$ cat src/rtl/core/srla_ram.sv
// ----------------------------------------------------------------------------
// srla_ram
// Generic single write, single read RAM with registered read data.
// ----------------------------------------------------------------------------
module srla_ram #(
    parameter int WIDTH = 64,
    parameter int DEPTH = 32
) (
    input  logic                     i_clk,
    input  logic                     i_we,
    input  logic [$clog2(DEPTH)-1:0] i_waddr,
    input  logic [WIDTH-1:0]         i_wdata,
    input  logic [$clog2(DEPTH)-1:0] i_raddr,
    output logic [WIDTH-1:0]         o_rdata
);

    logic [WIDTH-1:0] r_mem [DEPTH];
    logic [WIDTH-1:0] r_q;

    always_ff @(posedge i_clk) begin
        if (i_we) begin
            r_mem[i_waddr] <= i_wdata;
        end
        r_q <= r_mem[i_raddr];
    end

    assign o_rdata = r_q;

endmodule

$ cat config.mk
export PLATFORM = sky130hd
export DESIGN_NAME = srla_ram
export DESIGN_NICKNAME = d
export VERILOG_FILES = /design/src/rtl/core/srla_ram.sv
export SDC_FILE = /design/constraint.sdc
export NUM_CORES = 2
export LEC_CHECK = 0
export BUFFER_PORTS_ARGS = -buffer_cell sky130_fd_sc_hd__buf_2
export CORE_ASPECT_RATIO = 2
export CORE_MARGIN = 2
export CORE_UTILIZATION = 56
export CTS_CLUSTER_SIZE = 12
export DETAILED_ROUTE_END_ITERATION = 8
export HOLD_SLACK_MARGIN = 0.03
export PLACE_DENSITY_LB_ADDON = 0.2
export SYNTH_ARGS = -nofsm -noshare
export SYNTH_HDL_FRONTEND = slang
export SYNTH_SLANG_ARGS = --single-unit
$ cat constraint.sdc
create_clock -name i_clk -period 4.66 [get_ports i_clk]
set_input_delay 0.699 -clock i_clk [delete_from_list [all_inputs] [get_ports i_clk]]
set_output_delay 0.699 -clock i_clk [all_outputs]
set_load 0.1 [all_outputs]
==> impl_metrics.tcl <==
set metrics [dict create \
    io_pins 140 \
    synth_top_family_by_area "multiplexers" \
    drv_cap 0 \
    endpoint "o_rdata[28]" \
    routed_via_density 6.573 \
    startpoint "o_rdata[28]" \
    clock_sinks 2112 \
    grt_setup_unrepaired "no" \
    fp.dieH_um 535.1 \
    r2r_setup_slack_ns 2.84 \
    yosys.area.top_type_share_pct 77.88 \
    multiInputGateArea_mm2 0.01568 \
    syn_avg_cell_area_um2 25.50 \
    muxShareOfSynthArea_pct 18.71 \
    fin_crit_sh_pct 54.04 \
    area_growth_syn_to_layout_pct 12.17 \
    holdBufCountCts 0 \
    syn_inst 3097 \
    wire_per_inst_um 35.78 \
    critPathKind "reg2out" \
    fp.dieW_um 269.5 \
    max_clock_freq_ghz 0.3971 \
    ys_seq_area_share_pct 79.50 \
    drive_gt1_share_pct 33.34 \
    critPathBufInv 1 \
    synth_area_mm2 0.07896 \
    layout_setup_ws_ns 2.142 \
    post_cts_buffers 0 \
    pwr-share-clk_pct 38.7 \
    report.final.slew_viol_count 0 \
    ys_seq_elements 2112 \
    slew_headroom_pct 28.71 \
    finalNetCount 3479 \
    num-fill-cells 9167 \
    p_seq_share_pct 55.1 \
    cp.arrival_ns 1.82 \
    cp_data_required_time_ns 3.96 \
    root_buffer "clkbuf_16" \
    cts_buffers 203 \
    synthXorXnorAreaFrac_pct 0 \
    clk_pin_slew_ns 0.06 \
    rows 194 \
    fin_worst_skew_ns 0.03582 \
    grt_first_pass_wirelength_mm 272.6 \
    r2r_end "o_rdata[43]" \
    ctsResizeCount 0 \
    antenna_left 0 \
    yosys.area.top_type "edfxtp_1" \
    yosysUniqueCellTypes 31 \
    syn-num-nets 3173 \
    synth_area_leaders "edfxtp_1, mux4_2, dfxtp_1" \
    cp_top_family "buffers and inverters" \
    endpoint_kind "primary output" \
    dieArea_mm2 0.1442 \
    h-tree-depth 4 \
    setup_viol 0 \
    switching_share_pct 21.46 \
    combPwrFrac_pct 6.1 \
    grt_pass1_vias 37360 \
    routed_wirelength_mm 193.8 \
    grt_use_total_pct 27.14 \
    dr.pass1.iters 5 \
    io_buffers 139 \
    grt.overflow.total 0 \
    grt_antenna_before_repair 19 \
    final_util_pct 63.35 \
    period_needed_ns 2.518 \
    cp_max_fo 1 \
    clock_latency_ns 0.83 \
    critical_path_cell_count 1 \
    finalHoldViolCount 0 \
    p_leak_nw 27.55 \
    start_util_pct 56.48 \
    crit_slowest_cell "buf_2" \
    r2r_start "r_mem[4][43]" \
    place_congestion 0.7609 \
    p_int_mw 30.25 \
    p_per_area_mw_per_mm2 434.8 \
    path_cells "buf_2" \
    cts_buffer_depth 4 \
    status "finished, final reports clean" \
    p_sw_mw 8.266 \
    vias 35600 \
    hp-class "in2reg" \
    fin_setup_tns_ns 0 \
    drc 0 \
    synth-simple-area-share_pct 0.3787 \
    place_hpwl_mm 99.17 \
    cpPeakStageDelay_ns 0.50 \
    detailedPlace.worstSlack_ns 1.340 \
    synth_compound_area_share_pct 0.4658 \
    drtIter0Drc 4296 \
    core_mm2 0.1398 \
    yosys_warnings 0 \
    worstMarginPinSlew_ns 1.069 \
    power_mw 38.51 \
    cts_tree "built" \
    ff2ff_path_depth 3 \
    yosys.area_share.adder_pct 0 \
    vdd_drop_max_mv 0.3289 \
    worstSetupStartpointType "flop" \
    grt_max_degree 77 \
    register_area_mm2 0.06278 \
]
through the flow:
stage / hold WS, ns / cell area, um^2 / instances
floorplan: 0.7218 / 78960 / 3097
global placement: 0.7716 / 82770 / 5060
detailed placement: 0.7737 / 82770 / 5060
CTS: 0.3231 / 88560 / 5410
global route: 0.3586 / 88570 / 5413
finish: 0.3574 / 88580 / 5416
how the worst min path moves through the flow:
stage	from	to	slack, ns	cells past startpoint
finish	i_wdata[28]	r_mem[2][28]	0.36	1
global route	i_wdata[28]	r_mem[2][28]	0.36	1
CTS	i_wdata[28]	r_mem[2][28]	0.32	1
detailed placement	r_mem[5][13]	o_rdata[13]	0.77	3
global placement	r_mem[4][34]	o_rdata[34]	0.77	3
floorplan	r_mem[20][25]	o_rdata[25]	0.72	4
power groups by stage:
stage | logic [mW] | registers (mW) | clock network (mW)
2_1_floorplan | 1.06 | 22.1 | 0
4_1_cts | 2.39 | 21.2 | 15.1
5_1_grt | 2.48 | 21.2 | 15.8
3_5_place_dp | 2.38 | 21.6 | 0
3_3_place_gp | 2.32 | 21.6 | 0
6_report | 2.36 | 21.2 | 14.9
cells in the mapped netlist, drive strengths merged:
cell / instances
nand3: 2
or3b: 2
and2: 4
nand2: 3
mux4: 602
nand2b: 2
buf: 101
nand3b: 5
edfxtp: 2048
o211ai: 3
a22oi: 3
a211oi: 3
mux2: 74
nor2: 41
inv: 1
dfxtp: 64
o21ai: 9
o2bb2ai: 3
a221oi: 12
o22ai: 10
o31a: 3
o221ai: 3
mux2i: 38
clkbuf: 55
a22o: 1
nor2b: 4
or3: 1
per-layer routing:
layer  global-route usage, %  vias to the layer above  part of all wire (%)
met2                   47.63                     1814                    53
met4                   10.40                       16                   3.8
met5                       0                        -                 0.050
met3                   4.300                      426                   7.5
met1                   34.35                    19290                    36
li1                        -                    14050                     -
cells by family (layout without fill, tap and decap cells):
logic type	after synthesis	count (layout)
multiplexers	714	714
flip-flops	2112	2112
other	0	6
buffers and inverters	157	608
AND/OR/NAND/NOR	64	64
AO/OA/AOI/OAI	50	50
registers in the layout (all words and copies together), names as in the netlist:
| name | count |
|---|---|
| o_rdata | 64 |
| r_mem | 2048 |
cells in the final DEF, fill, tap and decap left out, types with 4 or more instances in the layout:
master,count
buf_4,90
clkbuf_1,134
nand3b_1,5
nor2_4,32
edfxtp_1,2048
buf_2,134
o21ai_0,9
mux4_2,602
diode_2,6
nor2_1,9
mux2i_1,38
nor2b_1,4
mux2_2,74
dfxtp_1,64
clkbuf_16,208
o22ai_1,10
clkbuf_8,4
buf_12,28
a221oi_1,12
cell type report:
type | instances | share of cell area (%)
Tap cell | 1862 | 2.630
Sequential cell | 2112 | 70.88
Antenna cell | 6 | 0.01695
Timing Repair Buffer | 257 | 2.229
Clock buffer | 346 | 6.506
Inverter | 1 | 0.004238
Multi-Input combinational cell | 828 | 17.70
Clock inverter | 4 | 0.03390
Power figures use the tool's default switching activity.
