### src/rtl/core/srla_pkg.sv
// ----------------------------------------------------------------------------
// srla_pkg
// Shared types, operation codes and encoding checks for the SIMD lane ALU.
// ----------------------------------------------------------------------------
package srla_pkg;

    localparam int NUM_VREGS = 32;
    localparam int VREG_AW   = $clog2(NUM_VREGS);

    localparam logic [3:0] F_WRITE = 4'd0;
    localparam logic [3:0] F_DUP   = 4'd1;
    localparam logic [3:0] F_MLA   = 4'd2;
    localparam logic [3:0] F_MLS   = 4'd3;
    localparam logic [3:0] F_ABAU  = 4'd4;
    localparam logic [3:0] F_ABAS  = 4'd5;
    localparam logic [3:0] F_PADD  = 4'd6;
    localparam logic [3:0] F_PMAXU = 4'd7;
    localparam logic [3:0] F_PMINU = 4'd8;
    localparam logic [3:0] F_PMAXS = 4'd9;
    localparam logic [3:0] F_PMINS = 4'd10;

    localparam logic [1:0] LS_NONE = 2'd0;
    localparam logic [1:0] LS_8    = 2'd1;
    localparam logic [1:0] LS_16   = 2'd2;
    localparam logic [1:0] LS_32   = 2'd3;

    localparam logic [1:0] CNT_D = 2'd1;
    localparam logic [1:0] CNT_Q = 2'd2;

    localparam logic [3:0] GPR_BAD = 4'd15;

    typedef struct packed {
        logic [3:0]  func;
        logic [4:0]  dest_reg;
        logic [4:0]  src_n_reg;
        logic [4:0]  src_m_reg;
        logic [1:0]  lane_size;
        logic [1:0]  reg_count;
        logic [3:0]  gpr_index;
        logic [31:0] gpr_value;
        logic [63:0] write_value;
    } t_in;

    typedef struct packed {
        logic [4:0]  out_reg;
        logic [63:0] out_value;
        logic        undefined;
        logic        last;
    } t_out;

    typedef struct packed {
        logic [3:0] func;
        logic [1:0] lane_size;
    } t_lane_ctl;

    function automatic logic srla_fits(logic [4:0] idx, logic [1:0] cnt);
        return ({2'b00, idx} + {5'b00000, cnt}) <= 7'(NUM_VREGS);
    endfunction

    function automatic logic srla_is_undef(t_in x);
        logic bad;
        bad = 1'b0;
        if (x.func > F_PMINS) begin
            bad = 1'b1;
        end else if (x.func == F_WRITE) begin
            bad = !srla_fits(x.dest_reg, CNT_D);
        end else if (x.lane_size == LS_NONE) begin
            bad = 1'b1;
        end else if (x.func == F_DUP) begin
            bad = (x.reg_count != CNT_D && x.reg_count != CNT_Q) ||
                  (x.gpr_index == GPR_BAD) ||
                  (x.reg_count == CNT_Q && x.dest_reg[0]) ||
                  !srla_fits(x.dest_reg, x.reg_count);
        end else if (x.func <= F_ABAS) begin
            bad = (x.reg_count != CNT_D && x.reg_count != CNT_Q) ||
                  (x.reg_count == CNT_Q &&
                   (x.dest_reg[0] | x.src_n_reg[0] | x.src_m_reg[0])) ||
                  !srla_fits(x.dest_reg, x.reg_count) ||
                  !srla_fits(x.src_n_reg, x.reg_count) ||
                  !srla_fits(x.src_m_reg, x.reg_count);
        end else begin
            bad = (x.reg_count != CNT_D) ||
                  !srla_fits(x.dest_reg, CNT_D) ||
                  !srla_fits(x.src_n_reg, CNT_D) ||
                  !srla_fits(x.src_m_reg, CNT_D);
        end
        return bad;
    endfunction

endpackage

### src/rtl/core/srla_lane_unit.sv
// ----------------------------------------------------------------------------
// srla_lane_unit
// One-lane arithmetic unit: multiply-accumulate, absolute difference and
// pairwise add, max and min on a lane of 8, 16 or 32 bits.
// ----------------------------------------------------------------------------
module srla_lane_unit (
    input  srla_pkg::t_lane_ctl i_ctl,
    input  logic [31:0]         i_a,
    input  logic [31:0]         i_b,
    input  logic [31:0]         i_d,
    output logic [31:0]         o_s
);
    import srla_pkg::*;

    logic [31:0]        mask;
    logic [31:0]        am, bm, dm, prod, s;
    logic signed [32:0] sa, sb, sdiff;

    always_comb begin
        unique case (i_ctl.lane_size)
            LS_8:    mask = 32'h0000_00ff;
            LS_16:   mask = 32'h0000_ffff;
            default: mask = 32'hffff_ffff;
        endcase
        am = i_a & mask;
        bm = i_b & mask;
        dm = i_d & mask;
        unique case (i_ctl.lane_size)
            LS_8: begin
                sa = {{25{am[7]}}, am[7:0]};
                sb = {{25{bm[7]}}, bm[7:0]};
            end
            LS_16: begin
                sa = {{17{am[15]}}, am[15:0]};
                sb = {{17{bm[15]}}, bm[15:0]};
            end
            default: begin
                sa = {am[31], am};
                sb = {bm[31], bm};
            end
        endcase
        prod  = am * bm;
        sdiff = (sa >= sb) ? (sa - sb) : (sb - sa);
        unique case (i_ctl.func)
            F_MLA:   s = dm + prod;
            F_MLS:   s = dm - prod;
            F_ABAU:  s = dm + ((am >= bm) ? (am - bm) : (bm - am));
            F_ABAS:  s = dm + sdiff[31:0];
            F_PADD:  s = am + bm;
            F_PMAXU: s = (am >= bm) ? am : bm;
            F_PMINU: s = (am <= bm) ? am : bm;
            F_PMAXS: s = (sa >= sb) ? am : bm;
            F_PMINS: s = (sa <= sb) ? am : bm;
            default: s = 32'd0;
        endcase
        o_s = s & mask;
    end

endmodule

### config.mk
export PLATFORM = sky130hd
export DESIGN_NAME = srla_lane_unit
export DESIGN_NICKNAME = d
export VERILOG_FILES = /design/src/rtl/core/srla_pkg.sv /design/src/rtl/core/srla_lane_unit.sv
export SDC_FILE = /design/constraint.sdc
export NUM_CORES = 2
export LEC_CHECK = 0
export BUFFER_PORTS_ARGS = -buffer_cell sky130_fd_sc_hd__buf_4
export CAP_MARGIN = 20
export CORE_ASPECT_RATIO = 0.6
export CORE_MARGIN = 4
export CORE_UTILIZATION = 48
export DETAILED_ROUTE_END_ITERATION = 16
export MAX_ROUTING_LAYER = met4
export SLEW_MARGIN = 20
export SYNTH_ARGS = -nofsm -noshare
export SYNTH_HDL_FRONTEND = slang
export SYNTH_SLANG_ARGS = --single-unit
### constraint.sdc
create_clock -name vclk -period 19.4
set_input_delay 0.97 -clock vclk [all_inputs]
set_output_delay 0.97 -clock vclk [all_outputs]
set_load 0.03 [all_outputs]
==> results by group <==
Yosys
  • Dominant cells by area after synthesis: fa_1 29%, ha_1 13%, inv_1 7.1%
  • Mapped Nets: 4,620
  • Mapped Cells: 3,806
  • Synth top area share: 29.20%
  • Cell taking the most area after synthesis: fa_1
  • Synth unique cells: 93
  • Top post-synthesis cells by count: 534 x inv_1, 459 x nor2_1, 412 x fa_1
  • Sequential share of the synthesized area: 0%
  • Yosys warns: 0
  • Post-Syn Area: ~28,000 um^2
  • Count leader, synth: inv_1
  • Syn avg cell area: 7.421 um^2

Cells and area
  • P&R area growth vs syn: 6.020%
  • Layout fillers: 5,875
  • Sequential cells: 0
  • Fin area: 29,950 um^2
  • Seq. cell area: 0 um^2
  • Share of cells above drive strength 1: 6.719%
  • Fin nets: 4,611
  • CLK BUF: 0

Worst setup path
  • Crit path max fanout: 26
  • Critical path's largest stage delay: 730 ps
  • Delay-heaviest family, CP: adder cells
  • Most frequent CP cell: fa_1
  • Crit path from: i_ctl[1]
  • Worst setup EP type: output port
  • CP Data Required Time: about 18,000 ps
  • Crit start category: input port
  • CP Class: in2out
  • Worst path slowest cell: inv_1
  • WP data arrival: 12,950 ps
  • CP bufs+invs: 8

STA
  • RSZ-0062 raised after global routing: no
  • Setup_tns: 0 ps
  • Slew margin rel.: 23.66%
  • Hold slack final: about 2600 ps
  • Final setup vio count: 0
  • Slew @ Worst Pin: 1144 ps
  • Fmax: slightly above 70 MHz
  • Final worst slack: around 5500 ps
  • Final Cycle Share: 71.74%
  • Slew Viols, Final: 0
  • Period minus WS final: 13,920 ps
  • Final hold vios: 0

Min path
  • Min-delay worst type: in2out
  • Hold_sp: i_b[5]
  • WHS Path Cells: 3
  • Worst hold path endpoint: o_s[5]

Global route
  • Met1 Track Usage GR: a little under two thirds
  • Antenna violations before repair: 7
  • First-pass GRT wire length: 191,600 um
  • Total grt overflow: 0
  • Grt met2 use: 54.52%
  • GR peak layer: met1
  • GRT met3 Usage: 13.44%
  • Largest net degree at the start of global routing: 63
  • Gr usage total: 42.47%
  • Vias in the first global route: 26,994

Placed design
  • Placed inst area: 29,930 um^2
  • Placement Setup Slack: 5886 ps
  • GPL Wtd Cong: 1.093
  • Port Buffer Count: between 100 and 150
  • Post-DP HPWL: 106,400 um

Route
  • Routed Antenna Nets: 0
  • Vias per cell: approximately 6.3
  • Starting DRT DRC Count: 4,426
  • Vias: 28,949
  • WL final: about 130,000 um
  • # DRC: 0
  • Initial DRT Pass Iterations: 6
  • WL per Instance: ~29 um

Die
  • Die W: 321.2 um
  • Core footprint: 57,860 um^2
  • Initial core utilization: between 40 and 50%
  • Chip Height: 195.9 um
  • Die Area: 62,920 um^2
  • Cell Rows: 68
  • Top-Level Pins: about 130

Clock tree
  • # resized after CTS: 0
  • Hold Buf Count CTS: 0
  • Post-CTS Setup Inserts: 0

Run status
  • Status: completed

Job
  • Max_cap viols: 0
[routing by layer]
layer / up-vias / share of wire (%)
li1: 12493 / -
met1: 14118 / 44
met2: 2137 / 38
met3: 201 / 15
met4: 0 / 2.8
met5: - / 0
[cell usage in the layout (no fill, tap or decap), types with 28 or more instances in the layout]
cell type / n
nand2b_1: 31
buf_4: 201
o21ai_0: 154
o21bai_1: 35
nand2_1: 400
fa_1: 412
o22ai_1: 34
nand3_1: 38
ha_1: 299
xnor2_1: 151
nor2_1: 459
a21o_1: 85
nor3_1: 55
and2_1: 85
a21oi_1: 261
inv_1: 534
o211ai_1: 31
xor2_1: 45
mux2i_1: 28
nor2b_1: 43
[per-stage QoR]
step / instances / utilization (%)
global route: 4569 / 51.75
global placement: 4565 / 51.72
CTS: 4565 / 51.72
detailed placement: 4565 / 51.72
floorplan: 3806 / -
finish: 4571 / 51.76
[how the worst max path moves through the flow]
stage                          to  cells past startpoint
after floorplan           o_s[30]                     40
after global placement    o_s[30]                     41
after detailed placement  o_s[30]                     41
after CTS                 o_s[30]                     41
after global routing      o_s[30]                     41
final                     o_s[30]                     41
[area by class of cell]
class	count	area, um^2	area share (%)
timing repair buffer	201	1509	5.039
multi-input combinational	3029	25340	84.61
inverter	565	2121	7.082
antenna	6	15.01	0.05014
tap	770	963.4	3.217
[kinds of logic after synthesis]
group           count (synthesis)  share of synthesized area, %
compound gates                849                         19.68
xor+xnor                      201                         6.476
fa+ha+maj                     712                         42.49
buf+inv                       777                         10.44
mux                            34                         1.231
simple gates                 1233                         19.68
